## src/sv/crcdfr_pkg.sv

```systemverilog
// Package for the CRC-8 packet deframer: payload widths, result status codes,
// controller/datapath command and status structs, and the CRC-8 byte update.
// No dependencies.
package crcdfr_pkg;

  localparam int BYTE_W   = 8;
  localparam int STAT_W   = 2;
  localparam int CODE_W   = 2;
  localparam int WCNT_W   = 5;    // word_count / word_index field width
  localparam int WORD_W   = 16;
  localparam int PKT_W    = 32;
  localparam int HCNT_W   = 6;    // count field of the header byte
  localparam int BPOS_W   = HCNT_W + 1;

  localparam logic [BYTE_W-1:0] CRC_POLY = 8'h07;

  // Result status codes
  localparam logic [STAT_W-1:0] ST_GOOD     = 2'd0;
  localparam logic [STAT_W-1:0] ST_CRC_BAD  = 2'd1;
  localparam logic [STAT_W-1:0] ST_CNT_OVER = 2'd2;

  // One result item
  typedef struct packed {
    logic [STAT_W-1:0] status;
    logic [CODE_W-1:0] op_code;
    logic [BYTE_W-1:0] page_number;
    logic [BYTE_W-1:0] start_offset;
    logic [WCNT_W-1:0] word_count;
    logic [WCNT_W-1:0] word_index;
    logic [WORD_W-1:0] word_value;
    logic              has_word;
    logic              last;
    logic [PKT_W-1:0]  good_packets;
  } res_t;

  // Controller to datapath
  typedef struct packed {
    logic ld_hdr;        // accept header byte, start CRC
    logic ld_chk;        // capture checksum byte
    logic ld_page;       // capture page byte
    logic ld_off;        // capture offset byte
    logic ld_data;       // data byte into word store
    logic emit_hdr_err;  // count above limit result
    logic emit_crc_err;  // checksum mismatch result
    logic emit_empty;    // good header-only result
    logic cnt_inc;       // good packet seen
    logic rd_start;      // first word of a good packet
    logic idx_inc;       // next word
    logic emit_word;     // word result from read data
  } cmd_t;

  // Datapath to controller
  typedef struct packed {
    logic hdr_over;   // header count above limit
    logic cnt_zero;   // held count is zero
    logic data_done;  // current data byte closes the packet
    logic crc_bad;    // CRC including current byte differs from checksum
    logic emit_last;  // current word is the last of the packet
    logic out_free;   // output register can take a result this cycle
  } sts_t;

  // CRC-8, MSB first, one byte
  function automatic logic [BYTE_W-1:0] crc8_update(input logic [BYTE_W-1:0] crc,
                                                    input logic [BYTE_W-1:0] b);
    logic [BYTE_W-1:0] c;
    c = crc ^ b;
    for (int i = 0; i < BYTE_W; i++) begin
      if (c[BYTE_W-1]) begin
        c = {c[BYTE_W-2:0], 1'b0} ^ CRC_POLY;
      end else begin
        c = {c[BYTE_W-2:0], 1'b0};
      end
    end
    return c;
  endfunction

endpackage

```

## src/sv/crcdfr_if.sv

```systemverilog
// Channel interfaces of the deframer: received byte stream and result stream.
// Depends on crcdfr_pkg.
interface crcdfr_byte_if
  import crcdfr_pkg::*;
();
  logic              valid;
  logic              ready;
  logic [BYTE_W-1:0] rx_byte;

  modport source (output valid, output rx_byte, input ready);
  modport sink   (input valid, input rx_byte, output ready);
endinterface

interface crcdfr_res_if
  import crcdfr_pkg::*;
();
  logic              valid;
  logic              ready;
  logic [STAT_W-1:0] status;
  logic [CODE_W-1:0] op_code;
  logic [BYTE_W-1:0] page_number;
  logic [BYTE_W-1:0] start_offset;
  logic [WCNT_W-1:0] word_count;
  logic [WCNT_W-1:0] word_index;
  logic [WORD_W-1:0] word_value;
  logic              has_word;
  logic              last;
  logic [PKT_W-1:0]  good_packets;

  modport source (output valid, output status, output op_code, output page_number,
                  output start_offset, output word_count, output word_index,
                  output word_value, output has_word, output last,
                  output good_packets, input ready);
  modport sink   (input valid, input status, input op_code, input page_number,
                  input start_offset, input word_count, input word_index,
                  input word_value, input has_word, input last,
                  input good_packets, output ready);
endinterface

```

## src/sv/crc8_register_packet_deframer.sv

```systemverilog
// CRC-8 register packet deframer, top level: controller plus datapath.
// An error or header-only result is valid the cycle after its closing byte.
// A good packet of N words emits its words one by one, each by a word store
// read, then an output load that waits while a result is undelivered; no byte
// is taken while words are emitted or a result waits.
// Reset: synchronous rst_n clears state, fields, CRC and counter; words are not.
module crc8_register_packet_deframer
  import crcdfr_pkg::*;
#(
  parameter int MAX_WORDS = 22
) (
  input  logic           clk,
  input  logic           rst_n,
  crcdfr_byte_if.sink    in_ch,
  crcdfr_res_if.source   out_ch
);

  cmd_t cmd;
  sts_t sts;
  res_t res;

  crcdfr_ctrl u_ctrl (
    .clk      (clk),
    .rst_n    (rst_n),
    .in_valid (in_ch.valid),
    .in_ready (in_ch.ready),
    .sts      (sts),
    .cmd      (cmd)
  );

  crcdfr_dp #(
    .MAX_WORDS (MAX_WORDS)
  ) u_dp (
    .clk       (clk),
    .rst_n     (rst_n),
    .rx_byte   (in_ch.rx_byte),
    .cmd       (cmd),
    .sts       (sts),
    .out_valid (out_ch.valid),
    .out_ready (out_ch.ready),
    .res       (res)
  );

  // Result fields onto the channel
  assign out_ch.status       = res.status;
  assign out_ch.op_code      = res.op_code;
  assign out_ch.page_number  = res.page_number;
  assign out_ch.start_offset = res.start_offset;
  assign out_ch.word_count   = res.word_count;
  assign out_ch.word_index   = res.word_index;
  assign out_ch.word_value   = res.word_value;
  assign out_ch.has_word     = res.has_word;
  assign out_ch.last         = res.last;
  assign out_ch.good_packets = res.good_packets;

endmodule

```

## src/sv/crcdfr_ctrl.sv

```systemverilog
// Deframer controller: packet phase state machine and word emission sequencer.
// Depends on crcdfr_pkg; drives commands into crcdfr_dp.
module crcdfr_ctrl
  import crcdfr_pkg::*;
(
  input  logic clk,
  input  logic rst_n,
  input  logic in_valid,
  output logic in_ready,
  input  sts_t sts,
  output cmd_t cmd
);

  localparam logic [2:0] S_HDR  = 3'd0;
  localparam logic [2:0] S_CHK  = 3'd1;
  localparam logic [2:0] S_PAGE = 3'd2;
  localparam logic [2:0] S_OFF  = 3'd3;
  localparam logic [2:0] S_DATA = 3'd4;
  localparam logic [2:0] S_RD   = 3'd5;
  localparam logic [2:0] S_LD   = 3'd6;

  logic [2:0] state_r, state_nxt;
  logic       parse;
  logic       fire;

  // Bytes are taken in the parse phases once the output slot is free
  assign parse    = (state_r != S_RD) && (state_r != S_LD);
  assign in_ready = parse && sts.out_free;
  assign fire     = in_valid && in_ready;

  // Next state and commands
  always_comb begin
    state_nxt = state_r;
    cmd       = '0;
    case (state_r)
      S_CHK: begin
        if (fire) begin
          cmd.ld_chk = 1'b1;
          state_nxt  = S_PAGE;
        end
      end
      S_PAGE: begin
        if (fire) begin
          cmd.ld_page = 1'b1;
          state_nxt   = S_OFF;
        end
      end
      S_OFF: begin
        if (fire) begin
          cmd.ld_off = 1'b1;
          if (sts.cnt_zero) begin
            state_nxt = S_HDR;
            if (sts.crc_bad) begin
              cmd.emit_crc_err = 1'b1;
            end else begin
              cmd.emit_empty = 1'b1;
              cmd.cnt_inc    = 1'b1;
            end
          end else begin
            state_nxt = S_DATA;
          end
        end
      end
      S_DATA: begin
        if (fire) begin
          cmd.ld_data = 1'b1;
          if (sts.data_done) begin
            if (sts.crc_bad) begin
              cmd.emit_crc_err = 1'b1;
              state_nxt        = S_HDR;
            end else begin
              cmd.cnt_inc  = 1'b1;
              cmd.rd_start = 1'b1;
              state_nxt    = S_RD;
            end
          end
        end
      end
      S_RD: begin
        // word store read is in flight
        state_nxt = S_LD;
      end
      S_LD: begin
        if (sts.out_free) begin
          cmd.emit_word = 1'b1;
          if (sts.emit_last) begin
            state_nxt = S_HDR;
          end else begin
            cmd.idx_inc = 1'b1;
            state_nxt   = S_RD;
          end
        end
      end
      default: begin
        // header byte; unused codes behave the same
        if (fire) begin
          if (sts.hdr_over) begin
            cmd.emit_hdr_err = 1'b1;
            state_nxt        = S_HDR;
          end else begin
            cmd.ld_hdr = 1'b1;
            state_nxt  = S_CHK;
          end
        end else begin
          state_nxt = S_HDR;
        end
      end
    endcase
  end

  always_ff @(posedge clk) begin
    if (!rst_n) begin
      state_r <= S_HDR;
    end else begin
      state_r <= state_nxt;
    end
  end

endmodule

```

## src/sv/crcdfr_dp.sv

```systemverilog
// Deframer datapath: held header fields, running CRC, packet counter,
// word store memory and the result output register. Depends on crcdfr_pkg.
module crcdfr_dp
  import crcdfr_pkg::*;
#(
  parameter int MAX_WORDS = 22
) (
  input  logic              clk,
  input  logic              rst_n,
  input  logic [BYTE_W-1:0] rx_byte,
  input  cmd_t              cmd,
  output sts_t              sts,
  output logic              out_valid,
  input  logic              out_ready,
  output res_t              res
);

  localparam int IDX_W = (MAX_WORDS > 1) ? $clog2(MAX_WORDS) : 1;

  logic [CODE_W-1:0] code_r;
  logic [HCNT_W-1:0] count_r;
  logic [BYTE_W-1:0] chk_r;
  logic [BYTE_W-1:0] page_r;
  logic [BYTE_W-1:0] off_r;
  logic [BPOS_W-1:0] bpos_r;
  logic [BYTE_W-1:0] crc_r;
  logic [PKT_W-1:0]  pkt_cnt_r;
  logic [BYTE_W-1:0] lo_byte_r;
  logic [HCNT_W-1:0] emit_idx_r;
  logic [WORD_W-1:0] rd_data_r;
  logic              out_valid_r;
  res_t              res_r, res_nxt;

  logic [WORD_W-1:0] mem [MAX_WORDS];

  logic [BYTE_W-1:0] crc_upd;
  logic [BPOS_W-1:0] bpos_inc;
  logic [BYTE_W-1:0] off_cur;
  logic              emit_any;
  logic              mem_we;

  // CRC over the current byte, shared by the page, offset and data phases
  assign crc_upd  = crc8_update(crc_r, rx_byte);
  assign bpos_inc = bpos_r + BPOS_W'(1);
  assign off_cur  = cmd.ld_off ? rx_byte : off_r;

  // Status toward the controller
  assign sts.hdr_over  = (32'(rx_byte[HCNT_W-1:0]) > 32'(MAX_WORDS));
  assign sts.cnt_zero  = (count_r == '0);
  assign sts.data_done = (bpos_inc >= {count_r, 1'b0});
  assign sts.crc_bad   = (crc_upd != chk_r);
  assign sts.emit_last = ({1'b0, emit_idx_r} + BPOS_W'(1) == {1'b0, count_r});
  assign sts.out_free  = !out_valid_r || out_ready;

  // Header fields, CRC and byte position
  always_ff @(posedge clk) begin
    if (!rst_n) begin
      code_r  <= '0;
      count_r <= '0;
      chk_r   <= '0;
      page_r  <= '0;
      off_r   <= '0;
      bpos_r  <= '0;
      crc_r   <= '0;
    end else begin
      if (cmd.ld_hdr) begin
        code_r  <= rx_byte[BYTE_W-1 -: CODE_W];
        count_r <= rx_byte[HCNT_W-1:0];
        crc_r   <= crc8_update('0, rx_byte);
      end
      if (cmd.ld_chk) begin
        chk_r <= rx_byte;
      end
      if (cmd.ld_page) begin
        page_r <= rx_byte;
        crc_r  <= crc_upd;
      end
      if (cmd.ld_off) begin
        off_r  <= rx_byte;
        crc_r  <= crc_upd;
        bpos_r <= '0;
      end
      if (cmd.ld_data) begin
        crc_r  <= crc_upd;
        bpos_r <= bpos_inc;
      end
    end
  end

  // Good packet counter
  always_ff @(posedge clk) begin
    if (!rst_n) begin
      pkt_cnt_r <= '0;
    end else if (cmd.cnt_inc) begin
      pkt_cnt_r <= pkt_cnt_r + PKT_W'(1);
    end
  end

  // Word store: low byte is held, whole word written on the high byte
  assign mem_we = cmd.ld_data && bpos_r[0];

  always_ff @(posedge clk) begin
    if (cmd.ld_data && !bpos_r[0]) begin
      lo_byte_r <= rx_byte;
    end
    if (mem_we) begin
      mem[bpos_r[IDX_W:1]] <= {rx_byte, lo_byte_r};
    end
    rd_data_r <= mem[emit_idx_r[IDX_W-1:0]];
  end

  // Emission word index
  always_ff @(posedge clk) begin
    if (!rst_n) begin
      emit_idx_r <= '0;
    end else if (cmd.rd_start) begin
      emit_idx_r <= '0;
    end else if (cmd.idx_inc) begin
      emit_idx_r <= emit_idx_r + HCNT_W'(1);
    end
  end

  // Result assembly
  always_comb begin
    res_nxt              = res_r;
    res_nxt.op_code      = code_r;
    res_nxt.page_number  = page_r;
    res_nxt.start_offset = off_cur;
    res_nxt.word_count   = count_r[WCNT_W-1:0];
    res_nxt.word_index   = '0;
    res_nxt.word_value   = '0;
    res_nxt.has_word     = 1'b0;
    res_nxt.last         = 1'b1;
    res_nxt.good_packets = pkt_cnt_r;
    res_nxt.status       = ST_GOOD;
    if (cmd.emit_hdr_err) begin
      res_nxt.status       = ST_CNT_OVER;
      res_nxt.op_code      = rx_byte[BYTE_W-1 -: CODE_W];
      res_nxt.page_number  = '0;
      res_nxt.start_offset = '0;
      res_nxt.word_count   = rx_byte[WCNT_W-1:0];
    end else if (cmd.emit_crc_err) begin
      res_nxt.status = ST_CRC_BAD;
    end else if (cmd.emit_empty) begin
      res_nxt.good_packets = pkt_cnt_r + PKT_W'(1);
    end else if (cmd.emit_word) begin
      res_nxt.word_index = emit_idx_r[WCNT_W-1:0];
      res_nxt.word_value = rd_data_r;
      res_nxt.has_word   = 1'b1;
      res_nxt.last       = sts.emit_last;
    end
  end

  assign emit_any = cmd.emit_hdr_err || cmd.emit_crc_err || cmd.emit_empty || cmd.emit_word;

  // Output register
  always_ff @(posedge clk) begin
    if (!rst_n) begin
      out_valid_r <= 1'b0;
    end else if (emit_any) begin
      out_valid_r <= 1'b1;
    end else if (out_ready) begin
      out_valid_r <= 1'b0;
    end
  end

  always_ff @(posedge clk) begin
    if (emit_any) begin
      res_r <= res_nxt;
    end
  end

  assign out_valid = out_valid_r;
  assign res       = res_r;

  // A result never overwrites one that is still waiting
  a_no_overwrite: assert property (@(posedge clk) disable iff (!rst_n)
    emit_any |-> (!out_valid_r || out_ready))
    else $error("result loaded over an undelivered result");

  // At most one result source per cycle
  a_one_source: assert property (@(posedge clk) disable iff (!rst_n)
    $onehot0({cmd.emit_hdr_err, cmd.emit_crc_err, cmd.emit_empty, cmd.emit_word}))
    else $error("several result sources at once");

  // Emitted words stay inside the packet
  a_idx_range: assert property (@(posedge clk) disable iff (!rst_n)
    cmd.emit_word |-> (emit_idx_r < count_r))
    else $error("word index beyond packet count");

  // Counter only ever steps by one
  a_cnt_step: assert property (@(posedge clk) disable iff (!rst_n)
    (pkt_cnt_r != $past(pkt_cnt_r)) |-> (pkt_cnt_r == $past(pkt_cnt_r) + PKT_W'(1)))
    else $error("packet counter jumped");

endmodule
```

## src/flat_wrapper.sv

```systemverilog
// flat-port wrapper written by rule: the top's interface ports become plain ports
module crc8_register_packet_deframer_flat import crcdfr_pkg::*;
#(
  parameter int MAX_WORDS = 22
)
  (clk, rst_n, in_ch_valid, in_ch_rx_byte, in_ch_ready, out_ch_valid, out_ch_status, out_ch_op_code, out_ch_page_number, out_ch_start_offset, out_ch_word_count, out_ch_word_index, out_ch_word_value, out_ch_has_word, out_ch_last, out_ch_good_packets, out_ch_ready);
  crcdfr_byte_if in_ch_i ();
  crcdfr_res_if out_ch_i ();
  input  logic clk;
  input  logic rst_n;
  input wire logic [$bits(in_ch_i.valid)-1:0] in_ch_valid;
  input wire logic [$bits(in_ch_i.rx_byte)-1:0] in_ch_rx_byte;
  output wire logic [$bits(in_ch_i.ready)-1:0] in_ch_ready;
  output wire logic [$bits(out_ch_i.valid)-1:0] out_ch_valid;
  output wire logic [$bits(out_ch_i.status)-1:0] out_ch_status;
  output wire logic [$bits(out_ch_i.op_code)-1:0] out_ch_op_code;
  output wire logic [$bits(out_ch_i.page_number)-1:0] out_ch_page_number;
  output wire logic [$bits(out_ch_i.start_offset)-1:0] out_ch_start_offset;
  output wire logic [$bits(out_ch_i.word_count)-1:0] out_ch_word_count;
  output wire logic [$bits(out_ch_i.word_index)-1:0] out_ch_word_index;
  output wire logic [$bits(out_ch_i.word_value)-1:0] out_ch_word_value;
  output wire logic [$bits(out_ch_i.has_word)-1:0] out_ch_has_word;
  output wire logic [$bits(out_ch_i.last)-1:0] out_ch_last;
  output wire logic [$bits(out_ch_i.good_packets)-1:0] out_ch_good_packets;
  input wire logic [$bits(out_ch_i.ready)-1:0] out_ch_ready;
  assign in_ch_i.valid = in_ch_valid;
  assign in_ch_i.rx_byte = in_ch_rx_byte;
  assign in_ch_ready = in_ch_i.ready;
  assign out_ch_valid = out_ch_i.valid;
  assign out_ch_status = out_ch_i.status;
  assign out_ch_op_code = out_ch_i.op_code;
  assign out_ch_page_number = out_ch_i.page_number;
  assign out_ch_start_offset = out_ch_i.start_offset;
  assign out_ch_word_count = out_ch_i.word_count;
  assign out_ch_word_index = out_ch_i.word_index;
  assign out_ch_word_value = out_ch_i.word_value;
  assign out_ch_has_word = out_ch_i.has_word;
  assign out_ch_last = out_ch_i.last;
  assign out_ch_good_packets = out_ch_i.good_packets;
  assign out_ch_i.ready = out_ch_ready;
  crc8_register_packet_deframer #(.MAX_WORDS(MAX_WORDS)) u_core (.clk(clk), .rst_n(rst_n), .in_ch(in_ch_i), .out_ch(out_ch_i));
endmodule
```

## config.mk

```make
export PLATFORM = sky130hd
export DESIGN_NAME = crc8_register_packet_deframer_flat
export DESIGN_NICKNAME = d
export VERILOG_FILES = /design/src/sv/crcdfr_pkg.sv /design/src/sv/crcdfr_if.sv /design/src/sv/crc8_register_packet_deframer.sv /design/src/sv/crcdfr_ctrl.sv /design/src/sv/crcdfr_dp.sv /design/src/flat_wrapper.sv
export SDC_FILE = /design/constraint.sdc
export NUM_CORES = 1
export LEC_CHECK = 0
export BUFFER_PORTS_ARGS = -buffer_cell sky130_fd_sc_hd__buf_2
export CORE_UTILIZATION = 40
export DETAILED_ROUTE_END_ITERATION = 16
export PLACE_DENSITY = 0.6
export REMOVE_ABC_BUFFERS = 1
export SYNTH_ARGS = -nofsm -noshare
export SYNTH_HDL_FRONTEND = slang
export SYNTH_SLANG_ARGS = --single-unit
```

## constraint.sdc

```tcl
create_clock -name clk -period 8.23 [get_ports clk]
set_clock_uncertainty 0.15 [all_clocks]
set_input_delay 0 -clock clk [delete_from_list [all_inputs] [get_ports clk]]
set_output_delay 0 -clock clk [all_outputs]
set_load 0.01 [all_outputs]
```

After elaboration in Yosys (flattened, before gate mapping)
Memories as Yosys holds them, arrays and structs flattened. A register that Yosys moved wholly into a read port is not among the register bits.
Index checks and enable logic that the tools add are counted.
{ "op_classes": {"addsub": 4, "n_mul": 0, "div_mod_pow": 0, "n_lt_le_gt_ge": 2, "eq_ne": 16, "shift": 0, "mux": 85, "bitwise_logic": 19, "reduce_logical": 20} }
{ "ops": {"columns": ["op", "count"], "rows": [
  ["8-bit two-way mux", 19],
  ["32-bit two-way mux", 3],
  ["3-bit two-way mux", 28],
  ["3-bit NOT", 16],
  ["23-bit two-way mux", 2],
  ["32-bit by 1-bit adder with 32-bit output (second input constant)", 1],
  ["1-bit two-way mux", 23],
  ["3-bit case mux with 6 select lines", 1],
  ["7-bit two-way mux", 2],
  ["2-bit two-way mux", 5],
  ["2-bit inequality test (second input constant)", 5],
  ["3-bit equality test (second input constant)", 3],
  ["8-bit inequality test", 1],
  ["8-bit XOR", 1],
  ["6-bit by 1-bit adder with 7-bit output (second input constant)", 1],
  ["7-bit by 1-bit adder with 7-bit output (second input constant)", 1],
  ["7-bit by 6-bit equality test with 1-bit output", 1],
  ["7-bit greater-or-equal comparator", 1],
  ["6-bit by 1-bit adder with 6-bit output (second input constant)", 1],
  ["3-bit by 2-bit equality test with 1-bit output (second input constant)", 2],
  ["6-bit by 5-bit greater-than comparator with 1-bit output (second input constant)", 1],
  ["6-bit zero test", 1],
  ["3-bit inequality test (second input constant)", 2],
  ["6-bit AND reduction", 1],
  ["other kinds (13)", 24]
]} }
{ "totals": {"regBits": 177, "latch_bits": 0, "mem_bits_rw": 352, "romBits": 0, "in_bits": 12, "wordCells": 169, "mem_count": 1} }
{ "memory_table": {"columns": ["memory", "words", "width", "read_ports", "rd_ports_with_merged_regs", "wr", "line_no", "rtl"], "rows": [
  ["u_core.u_dp.mem", 22, 16, 1, 1, 1, "crcdfr_dp.sv:34", "logic [WORD_W-1:0] mem [MAX_WORDS];"]
]} }

Logic depth before layout (Yosys ltp)
{ "logic_depth": {"word_depth": 38, "depth_mapped": 13} }

By module
A second synthesis with hierarchy kept.
{ "unflattened": {"hier_cells": 1398, "area_unflattened_um2": 22190.0} }
{ "modules_own_cells": {"columns": ["module", "n_inst", "cells_per_inst", "area_each_um2", "seq_area_each_um2"], "rows": [
  ["crcdfr_dp", 1, 1334, 21777.1, 15254.6],
  ["crcdfr_ctrl", 1, 64, 412.9, 60.1]
]} }

Least setup slack after synthesis
No wires, ideal clock.
{ "synth_path": {"path_type": "flip-flop to flip-flop", "start": "register u_core.u_dp.crc_r[7]", "end": "register u_core.u_dp.res_r (netlist bit u_core.u_dp.res[0]) (enable)", "setup_time_ps": 629, "arrival_ps": 7622, "required_ps": 7451, "slack_ps": -171, "stages_incl_launch_ff": 8, "n_path_buf": 1, "synth_period_minus_slack_ps": 8401, "cell_sequence": "dfxtp_1 xor2_1 xor3_1 xnor2_1 o211ai_1 buf_2 nor2_1 o21ai_0"} }
{ "synth_via": {"elab_chain_cells": 14, "elab_cells_between_ends": 21} }
{ "synth_rtl": {"columns": ["element", "line_no", "rtl"], "rows": [
  ["from (decl)", "crcdfr_dp.sv:26", "logic [BYTE_W-1:0] crc_r;"],
  ["from (signal assigned)", "crcdfr_dp.sv:69", "crc_r <= crc8_update('0, rx_byte);"],
  ["from (signal assigned)", "crcdfr_dp.sv:76", "crc_r <= crc_upd;"],
  ["from (signal assigned)", "crcdfr_dp.sv:80", "crc_r <= crc_upd;"],
  ["8-bit XOR *", "crcdfr_pkg.sv:66", "c = crc ^ b;"],
  ["3-bit two-way mux *", "crcdfr_pkg.sv:68", "if (c[BYTE_W-1]) begin"],
  ["3-bit NOT (no source line)", null, null],
  ["3-bit two-way mux", "crcdfr_pkg.sv:68", null],
  ["3-bit NOT (no source line)", null, null],
  ["3-bit two-way mux", "crcdfr_pkg.sv:68", null],
  ["8-bit inequality test *", "crcdfr_dp.sv:51", "assign sts.crc_bad = (crc_upd != chk_r);"],
  ["1-bit two-way mux", "crcdfr_ctrl.sv:53, crcdfr_ctrl.sv:68", null],
  ["1-bit two-way mux or 3-bit two-way mux (tied branches)", "crcdfr_ctrl.sv:67, crcdfr_ctrl.sv:51", null],
  ["1-bit two-way mux or 3-bit two-way mux (tied branches)", "crcdfr_ctrl.sv:65, crcdfr_ctrl.sv:49", null],
  ["1-bit case mux with 2 select lines", "crcdfr_ctrl.sv:35", "case (state_r)"],
  ["1-bit logical OR", "crcdfr_dp.sv:154", "assign emit_any = cmd.emit_hdr_err || cmd.emit_crc_err || cmd.emit_empty || cmd.emit_word;"],
  ["1-bit logical OR * (2 in a row)", "crcdfr_dp.sv:154", null],
  ["named net u_core.u_dp.emit_any", "crcdfr_dp.sv:39", "logic emit_any;"],
  ["to (signal assigned)", "crcdfr_dp.sv:169", "res_r <= res_nxt;"],
  ["to (decl)", "crcdfr_dp.sv:32", "res_t res_r, res_nxt;"]
]} }
Mark *: on every way through the listed nets, which the timed path passes. The rest lies on a longest branch.
A chain may end at the register's enable or synchronous reset.

Final worst setup path
{ "layout_path": {"start": "input in_ch_rx_byte[7]", "end": "register u_core.u_dp.res_r (netlist bit u_core.u_dp.res[64]) (enable)"} }
{ "layout_via": {"elab_chain_cells": 14, "elab_cells_between_ends": 21} }
{ "layout_rtl": {"columns": ["element", "line_no", "rtl"], "rows": [
  ["from (decl)", "flat_wrapper.sv:12", "input wire logic [$bits(in_ch_i.rx_byte)-1:0] in_ch_rx_byte;"],
  ["8-bit XOR *", "crcdfr_pkg.sv:66", null],
  ["3-bit two-way mux *", "crcdfr_pkg.sv:68", null],
  ["3-bit NOT (no source line)", null, null],
  ["3-bit two-way mux", "crcdfr_pkg.sv:68", null],
  ["3-bit NOT (no source line)", null, null],
  ["3-bit two-way mux", "crcdfr_pkg.sv:68", null],
  ["8-bit inequality test *", "crcdfr_dp.sv:51", null],
  ["1-bit two-way mux", "crcdfr_ctrl.sv:53, crcdfr_ctrl.sv:68", null],
  ["1-bit two-way mux or 3-bit two-way mux (tied branches)", "crcdfr_ctrl.sv:67, crcdfr_ctrl.sv:51", null],
  ["1-bit two-way mux or 3-bit two-way mux (tied branches)", "crcdfr_ctrl.sv:65, crcdfr_ctrl.sv:49", null],
  ["1-bit case mux with 2 select lines", "crcdfr_ctrl.sv:35", null],
  ["1-bit logical OR", "crcdfr_dp.sv:154", null],
  ["1-bit logical OR * (2 in a row)", "crcdfr_dp.sv:154", null],
  ["named net u_core.u_dp.emit_any", "crcdfr_dp.sv:39", null]
]} }
Marks and branches as above.

==> metrics <==
via count of the first global-routing pass between 10000 and 15000; Pwr per Cell Area 256 nW/um^2; Area Growth Syn to Fin 14.8%; die span in y 241 um; ant diodes 0; RePlAce Congestion 0.857; min-delay src in_ch_rx_byte[5]; Synth area leader edfxtp_1; clock root buffer clkbuf_16; DP Area 24200 um^2; post-route cell area ~26000 um^2; slowest stage delay, CP 680 ps; Netlist cell types 64; width of the die 241 um; Final TNS setup 0 ps; post-layout minimum cycle time about 3900 ps; cell area after synthesis 22900 um^2; Cells after Synth 1475; post-synth top area share approximately 58%; # DRC 0; placed cells 2264; first drt pass iteration count 5; global route overflow 0; total routed wirelength between 50 and 60 mm; core area about 56000 um^2; RSZ-0062 raised after global routing no; actual slew at the worst max-slew pin around 1200 ps; Max Slew Vio Count 0; final setup fails 0; first-pass GRT wire length 77.4 mm; Seq cells post-synth ~550; number of synthesized flops with an enable pin 440; MaxCap Viol Count 0; Max clock buf depth 3; Synth area leaders edfxtp_1 (58%), mux4_2 (9.4%), dfxtp_1 (9.2%); IO Port Bufs 93; I/O Pins 94; VDD IR max around 0.00015 V; Worst R2R End u_core.u_dp.res[64]; final hold vios 0; endpoint class of the critical path flop; DR iter-0 viols 969; CTS tree yes; Syn. warnings 0; filler instances just under 5000; DP Worst Slack 4250 ps; Hold EP u_core.u_dp.mem[9][13]; most instantiated cells after synthesis edfxtp_1 (440), dfxtp_1 (105), mux4_2 (96), nor2_1 (96), nand2_1 (81); Vias/cell roughly 5.4; Initial Util 40.6%; hold path depth 2; largest net degree at the start of global routing ~100; Crit Path Max Fanout 55; detailed-route via count 12800; initial antenna violation count 1; Final Net Count 1602; average wire per standard cell around 22 um; async set-reset flop share out of synthesis 0%; CP arrival approximately 4000 ps; Sink Count 545; post-synthesis sequential area ratio 66.8%; Clk Latency, worst-skew pair 630 ps; crit path kind input port to flop; CP required 8330 ps; RR Startpoint u_core.u_dp.crc_r[7]; Core Util, Final ~47%; Total GRT Usage 17.8%; Max Fclk 259 MHz; Slowest-stage cell, CP buf_4; final setup margin 4370 ps; most common cell in the netlist edfxtp_1; FF-to-FF path depth 8; Rel. slew slack 19.9%; Final period util 46.9%; DIE AREA ~60000 um^2; Post-Layout Cell Count 2383; status complete, no violations; cell leakage power 0.00882 uW; layout cells sized above 1 23.8%; delay-heaviest family, CP buffers and inverters; Worst setup SP type input port; cell row count 87; Worst path most repeated cell buf_4; htree depth 2; Routed Antenna Nets 0; critical-path cell list dlygate4sd3_1 -> buf_2 -> xor2_1 -> xor3_1 -> xnor2_1 -> o211ai_1 -> buf_4 -> nor2_1 -> o21ai_4 -> buf_4; top_reg_cell synth edfxtp_1; DP HPWL 30.1 mm; post-CTS setup buffers 0; HP Class input port to flop; Syn Area/Cell between 15 and 20 um^2; reg-to-reg setup timing slack 4430 ps; CP bufs+invs 4; TritonCTS Buffers 56; clk slew on worst S/H paths 60 ps
state kept, by name (all words and copies together) (netlist names), 2 cells and up:
register and count:
u_core.u_dp.mem 352, u_core.u_dp.res 80, u_core.u_dp.pkt_cnt_r 32, u_core.u_dp.rd_data_r 16, u_core.u_dp.chk_r 8, u_core.u_dp.crc_r 8, u_core.u_dp.lo_byte_r 8, u_core.u_dp.off_r 8
u_core.u_dp.page_r 8, u_core.u_dp.bpos_r 7, u_core.u_dp.count_r 6, u_core.u_dp.emit_idx_r 6, u_core.u_ctrl.state_r 3, u_core.u_dp.code_r 2
routing by layer:
layer  vias up  GRT usage [%]  part of all wire [%]
li1       5846              -                     -
met1      6560           24.9                    45
met2       354           28.4                    47
met3        80           3.68                   5.6
met4         2           4.74                   2.1
met5         -              0                 0.021
how the worst max path moves through the flow:
stage                               from                   to  slack [ps]  depth (start not counted)
CTS                     in_ch_rx_byte[7]  u_core.u_dp.res[39]        4340                         10
global route            in_ch_rx_byte[7]  u_core.u_dp.res[39]        4150                         10
global placement        in_ch_rx_byte[7]  u_core.u_dp.res[35]        4380                          9
finish                  in_ch_rx_byte[7]  u_core.u_dp.res[64]        4370                         10
floorplan           u_core.u_dp.crc_r[6]   u_core.u_dp.res[0]       -2940                          6
detailed placement      in_ch_rx_byte[7]  u_core.u_dp.res[35]        4250                          9
per-stage QoR:
stage,hold WS [ps],power (uW)
finish,302,6750
global route,309,7010
CTS,296,6820
detailed placement,260,4150
global placement,259,4140
floorplan,-51.1,3850
cells in the final DEF (no fill, tap or decap), types with 40 or more instances in the layout:
cell type / netlist / final
mux4_2: 96 / 96
mux2i_1: 70 / 70
nor2_1: 96 / 96
xor2_1: 42 / 42
buf_2: 13 / 93
xnor2_1: 40 / 40
nand2_1: 81 / 81
dfxtp_1: 105 / 101
nor4_2: 43 / 43
edfxtp_1: 440 / 440
clkbuf_16: 0 / 56
worst register-to-register path, stage by stage, from the launching register on:
cell      delay (ps)
dfxtp_1          380
xor2_1           430
xor3_1           550
xnor2_1          160
o211ai_1         100
buf_4            680
nor2_1           280
o21ai_4          200
buf_4            480
where the power goes:
group | switching [uW] | total (uW) | leakage, uW | internal [uW]
clock | 1080 | 2650 | 0.000941 | 1580
sequential | 91.4 | 3250 | 0.00486 | 3160
combinational | 557 | 840 | 0.00302 | 282
layout make-up:
| type | instances | area [um^2] | share of cell area, % |
|---|---|---|---|
| Tap cell | 756 | 946 | 3.60 |
| Timing Repair Buffer | 145 | 901 | 3.42 |
| Clock inverter | 32 | 425 | 1.62 |
| Sequential cell | 545 | 15300 | 58.3 |
| Multi-Input combinational cell | 797 | 7070 | 26.9 |
| Inverter | 34 | 128 | 0.485 |
| Clock buffer | 74 | 1510 | 5.74 |
cell families after synthesis:
| logic type | after synthesis | synth area share (%) |
|---|---|---|
| compound gates | 129 | 3.64 |
| simple gates | 398 | 10.1 |
| fa+ha+maj | 11 | 0.600 |
| buf+inv | 133 | 2.43 |
| xor+xnor | 88 | 3.73 |
| mux | 171 | 12.7 |
| flops | 545 | 66.8 |
what timing repair did:
action | in CTS | in global routing
endpoints found under the hold margin | 262 | 0
hold buffers | 13 | 0
resized for setup | 0 | 0
No activity file was read; power rests on OpenSTA's default activity.
